--- config.mk ---
export PLATFORM = sky130hd
export DESIGN_NAME = sorted_timer_event_queue_top
export DESIGN_NICKNAME = d
export VERILOG_FILES = /design/src/hw/rtl/stq_pkg.sv /design/src/hw/rtl/sorted_timer_event_queue_top.sv /design/src/hw/rtl/stq_free_slot.sv
export SDC_FILE = /design/constraint.sdc
export NUM_CORES = 2
export LEC_CHECK = 0
export ABC_AREA = 1
export BUFFER_PORTS_ARGS = -buffer_cell sky130_fd_sc_hd__buf_2
export CAP_MARGIN = 0
export CELL_PAD_IN_SITES_DETAIL_PLACEMENT = 2
export CELL_PAD_IN_SITES_GLOBAL_PLACEMENT = 2
export CORE_MARGIN = 10
export CORE_UTILIZATION = 48
export DETAILED_ROUTE_END_ITERATION = 7
export PLACE_DENSITY = 0.89
export SYNTH_ARGS = -nofsm -noshare
export SYNTH_HDL_FRONTEND = slang
export SYNTH_SLANG_ARGS = --single-unit
--- constraint.sdc ---
create_clock -name clk -period 24 [get_ports clk]
set_input_delay 3.6 -clock clk [delete_from_list [all_inputs] [get_ports clk]]
set_output_delay 3.6 -clock clk [all_outputs]
set_load 0.005 [all_outputs]
--- src/hw/rtl/stq_pkg.sv ---
// ----------------------------------------------------------------------------
// stq_pkg
// Operation codes, result kinds, sequencer types and the priority cap of the
// sorted timer event queue.
// ----------------------------------------------------------------------------
package stq_pkg;

    typedef enum logic [1:0] {
        OP_SCHEDULE = 2'd0,
        OP_CANCEL   = 2'd1,
        OP_MOVE     = 2'd2,
        OP_UPDATE   = 2'd3
    } op_t;

    typedef enum logic [2:0] {
        KIND_SCHEDULED  = 3'd0,
        KIND_CANCELLED  = 3'd1,
        KIND_MOVED      = 3'd2,
        KIND_FIRED      = 3'd3,
        KIND_UPDATE     = 3'd4,
        KIND_FULL       = 3'd5,
        KIND_BAD_HANDLE = 3'd6
    } kind_t;

    typedef enum logic [1:0] {
        CONT_SCHED,
        CONT_CANCEL,
        CONT_MOVE,
        CONT_FIRE
    } cont_t;

    typedef enum logic [3:0] {
        ST_IDLE,
        ST_FIND_RD,
        ST_FIND_CHK,
        ST_SH_CHK,
        ST_SH_WR,
        ST_INS_CHK,
        ST_INS_RD,
        ST_INS_CMP,
        ST_UPD_RD,
        ST_UPD_EV,
        ST_UPD_CMP,
        ST_FIRE_CHK,
        ST_FIRE_SEL,
        ST_FIRE_EV,
        ST_EMIT
    } state_t;

    localparam int unsigned PRIO_LOW = 2;

endpackage

--- src/hw/rtl/sorted_timer_event_queue_top.sv ---
// ----------------------------------------------------------------------------
// sorted_timer_event_queue_top
// Timed event table kept in due-time order in an order memory and an event
// memory, walked by a read-modify-write sequencer.
// ----------------------------------------------------------------------------
// One input at a time. A schedule or move walks the list from the tail,
// reading the order memory and then the event memory for each entry; a
// cancel scans the order memory from the head for the slot and then shifts
// the later entries down; and an update reads each due entry from the head
// and then, for each fired event, scans from the head, does the removal
// shift and any re-insertion. Each result leaves through a one-entry output
// register, and the sequencer holds while it is still full.
module sorted_timer_event_queue_top #(
    parameter int MAX_EVENTS = 32,
    parameter int TIME_WIDTH = 40
) (
    input  logic                                  clk,
    input  logic                                  rst_n,
    input  logic                                  s_tvalid,
    output logic                                  s_tready,
    // op[1:0], handle[6:2], time_value, repeat_req, priority_req, zero fill
    input  logic [((10+TIME_WIDTH+7)/8)*8-1:0]    s_tdata,
    output logic                                  m_tvalid,
    input  logic                                  m_tready,
    // slot[4:0], fired_priority[6:5], fire_time, rescheduled, zero fill
    output logic [((8+TIME_WIDTH+7)/8)*8-1:0]     m_tdata,
    // kind
    output logic [2:0]                            m_tuser,
    output logic                                  m_tlast
);

    localparam int AW    = $clog2(MAX_EVENTS);
    localparam int CW    = $clog2(MAX_EVENTS + 1);
    localparam int TW    = TIME_WIDTH;
    localparam int OUT_W = ((8 + TW + 7) / 8) * 8;
    localparam int T_LO  = 7;
    localparam int R_BIT = 7 + TW;
    localparam int P_LO  = 8 + TW;

    logic [1:0]    in_op;
    logic [4:0]    in_handle;
    logic [TW-1:0] in_time;
    logic          in_rep;
    logic [1:0]    in_prio;

    assign in_op     = s_tdata[1:0];
    assign in_handle = s_tdata[6:2];
    assign in_time   = s_tdata[T_LO+TW-1:T_LO];
    assign in_rep    = s_tdata[R_BIT];
    assign in_prio   = s_tdata[P_LO+1:P_LO];

    // memories
    logic [AW-1:0] order_mem [MAX_EVENTS];
    logic [TW-1:0] due_mem   [MAX_EVENTS];
    logic [TW-1:0] per_mem   [MAX_EVENTS];
    logic          rep_mem   [MAX_EVENTS];
    logic [1:0]    urg_mem   [MAX_EVENTS];

    logic          ord_re, ord_we;
    logic [AW-1:0] ord_raddr, ord_waddr, ord_wdata, ord_rdata;
    logic          ev_re, due_we, sched_we;
    logic [AW-1:0] ev_raddr, due_waddr;
    logic [TW-1:0] due_wdata, due_rdata, per_rdata;
    logic          rep_rdata;
    logic [1:0]    urg_rdata, urg_wdata;
    logic [TW-1:0] tval_reg_w;
    logic          rep_w;

    always_ff @(posedge clk)
    begin
        if (ord_we)
        begin
            order_mem[ord_waddr] <= ord_wdata;
        end
        if (ord_re)
        begin
            ord_rdata <= order_mem[ord_raddr];
        end
    end

    always_ff @(posedge clk)
    begin
        if (due_we)
        begin
            due_mem[due_waddr] <= due_wdata;
        end
        if (sched_we)
        begin
            per_mem[due_waddr] <= tval_reg_w;
            rep_mem[due_waddr] <= rep_w;
            urg_mem[due_waddr] <= urg_wdata;
        end
        if (ev_re)
        begin
            due_rdata <= due_mem[ev_raddr];
            per_rdata <= per_mem[ev_raddr];
            rep_rdata <= rep_mem[ev_raddr];
            urg_rdata <= urg_mem[ev_raddr];
        end
    end

    // state
    stq_pkg::state_t state_reg, state_next;
    stq_pkg::cont_t  cont_reg, cont_next;
    logic [CW-1:0]   count_reg, count_next;
    logic [CW-1:0]   pos_reg, pos_next;
    logic [AW-1:0]   slot_reg, slot_next;
    logic [AW-1:0]   prev_reg, prev_next;
    logic [TW-1:0]   now_reg, now_next;
    logic [TW-1:0]   tval_reg, tval_next;
    logic [TW-1:0]   ins_due_reg, ins_due_next;
    logic [TW-1:0]   ft_reg, ft_next;
    logic [TW-1:0]   per_reg, per_next;
    logic            rep_reg, rep_next;
    logic [1:0]      urg_reg, urg_next;
    logic [MAX_EVENTS-1:0] valid_reg, valid_next;
    logic [MAX_EVENTS-1:0] pend_reg, pend_next;

    stq_pkg::kind_t  res_kind_reg, res_kind_next;
    logic [AW-1:0]   res_slot_reg, res_slot_next;
    logic [1:0]      res_prio_reg, res_prio_next;
    logic [TW-1:0]   res_time_reg, res_time_next;
    logic            res_resch_reg, res_resch_next;
    logic            res_last_reg, res_last_next;

    logic            out_valid_reg;
    logic [2:0]      out_kind_reg;
    logic            out_last_reg;
    logic [OUT_W-1:0] out_data_reg;
    logic            out_load;

    logic            free_found;
    logic [AW-1:0]   free_idx;

    stq_free_slot #(
        .MAX_EVENTS(MAX_EVENTS)
    ) u_free (
        .valid(valid_reg),
        .found(free_found),
        .idx  (free_idx)
    );

    assign tval_reg_w = tval_next;
    assign rep_w      = in_rep;

    logic [31:0]   h32;
    logic [AW-1:0] h_idx;
    logic          h_ok;
    logic [TW:0]   sum_sched, sum_rep;
    logic [TW-1:0] due_sched, due_rep;

    assign h32       = 32'(in_handle);
    assign h_idx     = h32[AW-1:0];
    assign h_ok      = (h32 < 32'(MAX_EVENTS)) && valid_reg[h_idx];
    assign sum_sched = {1'b0, now_reg} + {1'b0, in_time};
    assign due_sched = sum_sched[TW] ? '1 : sum_sched[TW-1:0];
    assign sum_rep   = {1'b0, ft_reg} + {1'b0, per_reg};
    assign due_rep   = sum_rep[TW] ? '1 : sum_rep[TW-1:0];

    always_ff @(posedge clk or negedge rst_n)
    begin
        if (!rst_n)
        begin
            state_reg <= stq_pkg::ST_IDLE;
            count_reg <= '0;
            now_reg   <= '0;
            valid_reg <= '0;
            pend_reg  <= '0;
        end
        else
        begin
            state_reg <= state_next;
            count_reg <= count_next;
            now_reg   <= now_next;
            valid_reg <= valid_next;
            pend_reg  <= pend_next;
        end
    end

    always_ff @(posedge clk)
    begin
        cont_reg      <= cont_next;
        pos_reg       <= pos_next;
        slot_reg      <= slot_next;
        prev_reg      <= prev_next;
        tval_reg      <= tval_next;
        ins_due_reg   <= ins_due_next;
        ft_reg        <= ft_next;
        per_reg       <= per_next;
        rep_reg       <= rep_next;
        urg_reg       <= urg_next;
        res_kind_reg  <= res_kind_next;
        res_slot_reg  <= res_slot_next;
        res_prio_reg  <= res_prio_next;
        res_time_reg  <= res_time_next;
        res_resch_reg <= res_resch_next;
        res_last_reg  <= res_last_next;
    end

    always_comb
    begin
        state_next     = state_reg;
        cont_next      = cont_reg;
        count_next     = count_reg;
        pos_next       = pos_reg;
        slot_next      = slot_reg;
        prev_next      = prev_reg;
        now_next       = now_reg;
        tval_next      = tval_reg;
        ins_due_next   = ins_due_reg;
        ft_next        = ft_reg;
        per_next       = per_reg;
        rep_next       = rep_reg;
        urg_next       = urg_reg;
        valid_next     = valid_reg;
        pend_next      = pend_reg;
        res_kind_next  = res_kind_reg;
        res_slot_next  = res_slot_reg;
        res_prio_next  = res_prio_reg;
        res_time_next  = res_time_reg;
        res_resch_next = res_resch_reg;
        res_last_next  = res_last_reg;
        ord_re         = 1'b0;
        ord_raddr      = pos_reg[AW-1:0];
        ord_we         = 1'b0;
        ord_waddr      = pos_reg[AW-1:0];
        ord_wdata      = slot_reg;
        ev_re          = 1'b0;
        ev_raddr       = ord_rdata;
        due_we         = 1'b0;
        sched_we       = 1'b0;
        due_waddr      = slot_reg;
        due_wdata      = tval_reg;
        urg_wdata      = (in_prio > 2'(stq_pkg::PRIO_LOW)) ? 2'(stq_pkg::PRIO_LOW) : in_prio;
        s_tready       = 1'b0;
        out_load       = 1'b0;

        unique case (state_reg)
            stq_pkg::ST_IDLE:
            begin
                s_tready       = 1'b1;
                res_prio_next  = '0;
                res_time_next  = '0;
                res_resch_next = 1'b0;
                res_last_next  = 1'b1;
                res_slot_next  = h_idx;
                tval_next      = in_time;
                if (s_tvalid)
                begin
                    unique case (in_op) inside
                        stq_pkg::OP_SCHEDULE:
                        begin
                            if (!free_found || count_reg >= CW'(MAX_EVENTS))
                            begin
                                res_kind_next = stq_pkg::KIND_FULL;
                                res_slot_next = '0;
                                state_next    = stq_pkg::ST_EMIT;
                            end
                            else
                            begin
                                due_we              = 1'b1;
                                sched_we            = 1'b1;
                                due_waddr           = free_idx;
                                due_wdata           = due_sched;
                                valid_next[free_idx] = 1'b1;
                                slot_next           = free_idx;
                                ins_due_next        = due_sched;
                                pos_next            = count_reg;
                                cont_next           = stq_pkg::CONT_SCHED;
                                state_next          = stq_pkg::ST_INS_CHK;
                            end
                        end
                        stq_pkg::OP_CANCEL, stq_pkg::OP_MOVE:
                        begin
                            if (!h_ok)
                            begin
                                res_kind_next = stq_pkg::KIND_BAD_HANDLE;
                                state_next    = stq_pkg::ST_EMIT;
                            end
                            else
                            begin
                                slot_next  = h_idx;
                                pos_next   = '0;
                                cont_next  = (in_op == stq_pkg::OP_CANCEL) ?
                                             stq_pkg::CONT_CANCEL : stq_pkg::CONT_MOVE;
                                state_next = stq_pkg::ST_FIND_RD;
                            end
                        end
                        default:
                        begin
                            now_next   = in_time;
                            pos_next   = '0;
                            state_next = stq_pkg::ST_UPD_RD;
                        end
                    endcase
                end
            end
            stq_pkg::ST_FIND_RD:
            begin
                ord_re     = 1'b1;
                state_next = stq_pkg::ST_FIND_CHK;
            end
            stq_pkg::ST_FIND_CHK:
            begin
                if (ord_rdata == slot_reg)
                begin
                    state_next = stq_pkg::ST_SH_CHK;
                end
                else
                begin
                    pos_next   = pos_reg + CW'(1);
                    state_next = stq_pkg::ST_FIND_RD;
                end
            end
            stq_pkg::ST_SH_CHK:
            begin
                if (pos_reg + CW'(1) < count_reg)
                begin
                    ord_re     = 1'b1;
                    ord_raddr  = AW'(pos_reg + CW'(1));
                    state_next = stq_pkg::ST_SH_WR;
                end
                else
                begin
                    count_next    = count_reg - CW'(1);
                    res_slot_next = slot_reg;
                    unique case (cont_reg)
                        stq_pkg::CONT_CANCEL:
                        begin
                            valid_next[slot_reg] = 1'b0;
                            res_kind_next        = stq_pkg::KIND_CANCELLED;
                            state_next           = stq_pkg::ST_EMIT;
                        end
                        stq_pkg::CONT_MOVE:
                        begin
                            due_we       = 1'b1;
                            ins_due_next = tval_reg;
                            pos_next     = count_reg - CW'(1);
                            state_next   = stq_pkg::ST_INS_CHK;
                        end
                        default:
                        begin
                            res_kind_next  = stq_pkg::KIND_FIRED;
                            res_prio_next  = urg_reg;
                            res_time_next  = ft_reg;
                            res_resch_next = rep_reg;
                            res_last_next  = 1'b0;
                            if (rep_reg)
                            begin
                                due_we       = 1'b1;
                                due_wdata    = due_rep;
                                ins_due_next = due_rep;
                                pos_next     = count_reg - CW'(1);
                                state_next   = stq_pkg::ST_INS_CHK;
                            end
                            else
                            begin
                                valid_next[slot_reg] = 1'b0;
                                state_next           = stq_pkg::ST_EMIT;
                            end
                        end
                    endcase
                end
            end
            stq_pkg::ST_SH_WR:
            begin
                ord_we     = 1'b1;
                ord_wdata  = ord_rdata;
                pos_next   = pos_reg + CW'(1);
                state_next = stq_pkg::ST_SH_CHK;
            end
            stq_pkg::ST_INS_CHK:
            begin
                if (pos_reg == '0)
                begin
                    ord_we        = 1'b1;
                    count_next    = count_reg + CW'(1);
                    res_slot_next = slot_reg;
                    if (cont_reg == stq_pkg::CONT_SCHED)
                    begin
                        res_kind_next = stq_pkg::KIND_SCHEDULED;
                    end
                    else if (cont_reg == stq_pkg::CONT_MOVE)
                    begin
                        res_kind_next = stq_pkg::KIND_MOVED;
                    end
                    state_next = stq_pkg::ST_EMIT;
                end
                else
                begin
                    ord_re     = 1'b1;
                    ord_raddr  = AW'(pos_reg - CW'(1));
                    state_next = stq_pkg::ST_INS_RD;
                end
            end
            stq_pkg::ST_INS_RD:
            begin
                ev_re      = 1'b1;
                prev_next  = ord_rdata;
                state_next = stq_pkg::ST_INS_CMP;
            end
            stq_pkg::ST_INS_CMP:
            begin
                ord_we = 1'b1;
                if (due_rdata < ins_due_reg)
                begin
                    count_next    = count_reg + CW'(1);
                    res_slot_next = slot_reg;
                    if (cont_reg == stq_pkg::CONT_SCHED)
                    begin
                        res_kind_next = stq_pkg::KIND_SCHEDULED;
                    end
                    else if (cont_reg == stq_pkg::CONT_MOVE)
                    begin
                        res_kind_next = stq_pkg::KIND_MOVED;
                    end
                    state_next = stq_pkg::ST_EMIT;
                end
                else
                begin
                    ord_wdata  = prev_reg;
                    pos_next   = pos_reg - CW'(1);
                    state_next = stq_pkg::ST_INS_CHK;
                end
            end
            stq_pkg::ST_UPD_RD:
            begin
                if (pos_reg < count_reg)
                begin
                    ord_re     = 1'b1;
                    state_next = stq_pkg::ST_UPD_EV;
                end
                else
                begin
                    pos_next   = '0;
                    state_next = stq_pkg::ST_FIRE_CHK;
                end
            end
            stq_pkg::ST_UPD_EV:
            begin
                ev_re      = 1'b1;
                prev_next  = ord_rdata;
                state_next = stq_pkg::ST_UPD_CMP;
            end
            stq_pkg::ST_UPD_CMP:
            begin
                if (due_rdata < now_reg)
                begin
                    pend_next[prev_reg] = 1'b1;
                    pos_next            = pos_reg + CW'(1);
                    state_next          = stq_pkg::ST_UPD_RD;
                end
                else
                begin
                    pos_next   = '0;
                    state_next = stq_pkg::ST_FIRE_CHK;
                end
            end
            stq_pkg::ST_FIRE_CHK:
            begin
                if (pend_reg == '0)
                begin
                    res_kind_next  = stq_pkg::KIND_UPDATE;
                    res_slot_next  = '0;
                    res_prio_next  = '0;
                    res_time_next  = '0;
                    res_resch_next = 1'b0;
                    res_last_next  = 1'b1;
                    state_next     = stq_pkg::ST_EMIT;
                end
                else
                begin
                    ord_re     = 1'b1;
                    state_next = stq_pkg::ST_FIRE_SEL;
                end
            end
            stq_pkg::ST_FIRE_SEL:
            begin
                if (pend_reg[ord_rdata])
                begin
                    ev_re      = 1'b1;
                    slot_next  = ord_rdata;
                    state_next = stq_pkg::ST_FIRE_EV;
                end
                else
                begin
                    pos_next   = pos_reg + CW'(1);
                    state_next = stq_pkg::ST_FIRE_CHK;
                end
            end
            stq_pkg::ST_FIRE_EV:
            begin
                ft_next             = due_rdata;
                per_next            = per_rdata;
                rep_next            = rep_rdata;
                urg_next            = urg_rdata;
                pend_next[slot_reg] = 1'b0;
                cont_next           = stq_pkg::CONT_FIRE;
                state_next          = stq_pkg::ST_SH_CHK;
            end
            stq_pkg::ST_EMIT:
            begin
                if (!out_valid_reg || m_tready)
                begin
                    out_load = 1'b1;
                    pos_next = '0;
                    state_next = res_last_reg ? stq_pkg::ST_IDLE : stq_pkg::ST_FIRE_CHK;
                end
            end
            default:
            begin
                state_next = stq_pkg::ST_IDLE;
            end
        endcase
    end

    // output register
    logic [31:0]     res_slot32;
    logic [8+TW-1:0] out_bits;

    assign res_slot32 = 32'(res_slot_reg);
    assign out_bits   = {res_resch_reg, res_time_reg, res_prio_reg, res_slot32[4:0]};

    always_ff @(posedge clk or negedge rst_n)
    begin
        if (!rst_n)
        begin
            out_valid_reg <= 1'b0;
        end
        else if (out_load)
        begin
            out_valid_reg <= 1'b1;
        end
        else if (m_tready)
        begin
            out_valid_reg <= 1'b0;
        end
    end

    always_ff @(posedge clk)
    begin
        if (out_load)
        begin
            out_data_reg <= OUT_W'(out_bits);
            out_kind_reg <= res_kind_reg;
            out_last_reg <= res_last_reg;
        end
    end

    assign m_tvalid = out_valid_reg;
    assign m_tdata  = out_data_reg;
    assign m_tuser  = out_kind_reg;
    assign m_tlast  = out_last_reg;

endmodule

--- src/hw/rtl/stq_free_slot.sv ---
// ----------------------------------------------------------------------------
// stq_free_slot
// Lowest free slot finder over the slot valid bits.
// ----------------------------------------------------------------------------
module stq_free_slot #(
    parameter int MAX_EVENTS = 32
) (
    input  logic [MAX_EVENTS-1:0]         valid,
    output logic                          found,
    output logic [$clog2(MAX_EVENTS)-1:0] idx
);

    localparam int AW = $clog2(MAX_EVENTS);

    always_comb
    begin
        found = 1'b0;
        idx   = '0;
        for (int i = MAX_EVENTS - 1; i >= 0; i--)
        begin
            if (!valid[i])
            begin
                found = 1'b1;
                idx   = AW'(i);
            end
        end
    end

endmodule

==> results of run 1 <==
-- Yosys cell counts, drive strengths merged, types with 40 or more instances --
library cell	instances	share of area
nand2	869	0.024
buf	73	0.0026
a21oi	329	0.012
edfxtp	3149	0.69
dfxtp	40	0.0058
nor2	2076	0.057
o22ai	723	0.033
inv	414	0.011
nand3	138	0.0055
o221ai	98	0.0062
dfrtp	115	0.021
ha	184	0.017
o21ai	1995	0.073
o31ai	60	0.0033
clkbuf	645	0.018
o211ai	88	0.0048
-- per-stage QoR --
step / hold WS [ps] / instance area, sq um / instances / setup WS [ps]
after floorplan: 400 / 138000 / 11361 / 13120
after global placement: 404 / 143000 / 14766 / 15190
-- kinds of logic after synthesis --
family	count (synthesis)	share of synthesized area
adder cells (fa/ha/maj)	186	0.0170
buffers and inverters	1137	0.0316
XOR/XNOR	58	0.00369
flip-flops	3304	0.713
AND/OR/NAND/NOR	3201	0.0917
AO/OA/AOI/OAI	3475	0.143
==> results.py, run 1 <==
metrics = {
    "floorplanning": {
        "io_pins": 114,
        "initial_utilization": 0.483,
        "die_y_microns": 556,
        "die_w_microns": 556,
        "rows": 196,
    },
    "synth": {
        "synth_edf_count": 3149,
        "synth_fp_nets": 11607,
        "synth_cell_type_count": 70,
        "ys_seq_area_frac": 0.713,
        "avgSynthCellArea_sq_um": 12.1,
        "ys_seq_elements": 3304,
        "async_reset_ff_frac": 0.0348,
        "synthCells": 11361,
        "netlist_area_sq_mm": 0.138,
        "synthFlopType": "edfxtp_1",
        "ys.warnings.count": 0,
    },
    "status": {
        "error": "[ERROR DPL-0033] detailed placement checks failed during check placement.",
        "stop_stage": "3_5_place_dp",
        "outcome": "aborted with a tool error",
    },
    "placement": {
        "dp_hpwl_microns": 408000,
        "io_buffers": 107,
        "gp_congestion": 0.919,
    },
}
==> run 2, diff against run 1 <==
- CELL_PAD_IN_SITES_DETAIL_PLACEMENT: 2 -> default
- CELL_PAD_IN_SITES_GLOBAL_PLACEMENT: 2 -> default
- CORE_UTILIZATION: 48 -> 40
- PLACE_DENSITY: 0.89 -> default
- PLACE_DENSITY_LB_ADDON: default -> 0.15
==> results.py, run 2 <==
metrics = {
    "hold_path": {
        "worstHoldPathType": "flop to flop",
    },
    "detailed_routing": {
        "num_vias": 95559,
        "drt-initial-drc-count": 11847,
        "dr.pass1.iters": 8,
        "drt.antenna.violating_nets": 0,
        "wire_per_inst_microns": 28.6,
        "drc": 0,
        "postRouteWirelength_microns": 464000,
        "vias_per_cell": 5.90,
    },
    "critical_path": {
        "crit-reg2reg-launch": "ev_raddr[0]",
        "worstSetupEndpointType": "flop",
        "reg2reg_depth": 13,
        "rrSetupSlack_ps": 17000,
        "crit_end": "due_mem[4][8]",
        "cp.arrival_ps": 8590,
        "crit_fanout": 37,
        "critPathRequiredTime_ps": 24530,
        "cp-startpoint": "s_tvalid",
        "rr_endpoint": "due_rdata[20]",
        "worstSetupPathType": "input pin to flop",
        "start_kind": "input pin",
    },
    "timing": {
        "max_slew_margin": 0.0765,
        "worst_pin_slew_ps": 1390,
        "finalHoldViolCount": 0,
        "worst_slack_ps": 15940,
        "skew_ps": 53.2,
        "min_period_over_period": 0.336,
        "setup-violations-final": 0,
        "tns_ps": 0,
        "rsz0062_at_grt": "false",
        "period_minus_slack_ps": 8060,
        "drv_slew": 0,
        "max_freq_mhz": 124,
    },
    "power": {
        "p_per_area_mw_per_mm2": 139,
        "leakagePower_nw": 51.8,
        "max-vdd-ir-drop_mv": 0.146,
    },
    "synth": {
        "avgSynthCellArea_sq_um": 12.1,
        "ys_seq_elements": 3304,
        "async_reset_ff_frac": 0.0348,
        "synth_cell_type_count": 70,
        "synth.area.top_cells": "edfxtp_1 69%, o21ai_0 7.1%, nor2_1 5.6%",
        "synth_fp_nets": 11607,
        "yosysTopAreaCell": "edfxtp_1",
        "ys_top_cells_by_count": "3149 x edfxtp_1, 2065 x nor2_1, 1965 x o21ai_0",
        "synthCells": 11361,
        "synthFlopType": "edfxtp_1",
        "synth_most_common_cell": "edfxtp_1",
        "netlist_area_sq_mm": 0.138,
        "netlist.area_leader.share": 0.687,
        "ys_seq_area_frac": 0.713,
        "synth_edf_count": 3149,
        "ys.warnings.count": 0,
    },
    "floorplanning": {
        "coreArea_sq_mm": 0.343,
        "die_y_microns": 607,
        "initial_utilization": 0.402,
        "die_w_microns": 607,
        "rows": 215,
        "die-area_sq_mm": 0.368,
        "io_pins": 114,
    },
    "clock_tree": {
        "cts_root_buf": "clkbuf_16",
        "cts_tree": "done",
        "cts_htree_levels": 5,
        "cts_buffer_depth": 4,
        "cts.sinks": 3304,
        "post_cts_resized": 0,
        "cts_setup_buffers": 0,
        "cts_made_buffers": 351,
        "hold_buffers": 0,
        "clkLatencyLatePin_ps": 950,
        "path_clk_slew_ps": 60,
    },
    "final_layout": {
        "fin_util": 0.453,
        "syn2layout_area_growth_pct": 12.8,
        "mostFrequentLayoutCells": "3149 x edfxtp_1, 1996 x nor2_1, 1925 x o21ai_0",
        "nNetsFinal": 11609,
        "layout_commonest_cell": "edfxtp_1",
        "n_fill_cell": 30909,
        "layout-drive-gt1-share": 0.0936,
        "reg_top3": "due_mem: 1280 flops, per_mem: 1280 flops, order_mem: 160 flops",
    },
    "placement": {
        "gp_congestion": 0.913,
        "pre_cts_slack_ps": 15110,
        "dp_hpwl_microns": 261000,
        "io_buffers": 107,
    },
    "global_route": {
        "antenna_found_initial": 31,
        "grt_util_all_layers": 0.243,
        "grt_max_degree": 166,
        "overflow": 0,
        "first_global_vias": 90539,
        "grt_pass1_wl_microns": 655000,
    },
    "status": {
        "outcome": "completed",
    },
    "flow_run": {
        "maxCapViolCount": 0,
    },
}
==> run 2: where the power goes <==
part | internal, mW | switching (mW)
Combinational | 1.95 | 6.09
Clock | 3.10 | 2.25
Sequential | 7.95 | 0.258
Total | 13.0 | 8.60
==> run 2: cells by family (layout without fill, tap and decap cells) <==
logic type | count (synthesis) | after routing | synth area share
AND/OR/NAND/NOR | 3201 | 3201 | 0.0917
other | 0 | 13 | 0
buffers and inverters | 1137 | 1416 | 0.0316
adder cells (fa/ha/maj) | 186 | 186 | 0.0170
flip-flops | 3304 | 3304 | 0.713
XOR/XNOR | 58 | 58 | 0.00369
AO/OA/AOI/OAI | 3475 | 3475 | 0.143
==> run 2: area by class of cell <==
type                            instances  area [sq um]  area share
Sequential cell                      3304         98200       0.632
Clock inverter                        171          1660      0.0107
Clock buffer                          459          9520      0.0613
Timing Repair Buffer                  367          2620      0.0169
Tap cell                             4557          5700      0.0367
Inverter                              419          1610      0.0104
Multi-Input combinational cell       6920         36000       0.232
Antenna cell                           13          32.5    0.000209
==> run 2: worst min path at each step <==
stage / start / to / slack, ps / cells past startpoint
2_1_floorplan: res_slot_reg[0] / m_tdata[0] / 400 / 0
3_3_place_gp: res_time_reg[22] / m_tdata[29] / 400 / 0
3_5_place_dp: res_time_reg[17] / m_tdata[24] / 400 / 0
4_1_cts: per_rdata[37] / per_reg[37] / 410 / 0
5_1_grt: res_time_reg[23] / m_tdata[30] / 420 / 0
6_report: per_rdata[20] / per_reg[20] / 410 / 0
==> run 2: stage by stage <==
step           total power [mW]  hold slack, ps  instance area [sq um]  std cells
3_3_place_gp               16.1             403                 144000      15566
3_5_place_dp               16.3             405                 144000      15566
5_1_grt                    22.6             424                 155000      16204
2_1_floorplan              13.0             400                 138000      11361
6_report                   21.6             413                 155000      16210
4_1_cts                    21.6             414                 155000      16196
==> run 2: metal layers <==
metal / track usage / share of wire / vias to the layer above
met1: 0.342 / 0.43 / 48546
met3: 0.0388 / 0.081 / 730
met5: 0 / 0.000028 / -
met4: 0.0737 / 0.032 / 2
met2: 0.389 / 0.46 / 4380
li1: - / - / 41901
==> run 2: critical path: stages <==
cell     delay (ps)
buf_2            80
buf_4           470
nand2_1         200
nor2_1          190
inv_1            90
nor2_4          180
inv_2            40
buf_4           350
o21ai_1         630
inv_1           190
nor2_1          360
nand4_1         280
nor2_4         1070
buf_4           730
No activity file was read; power rests on OpenSTA's default activity.
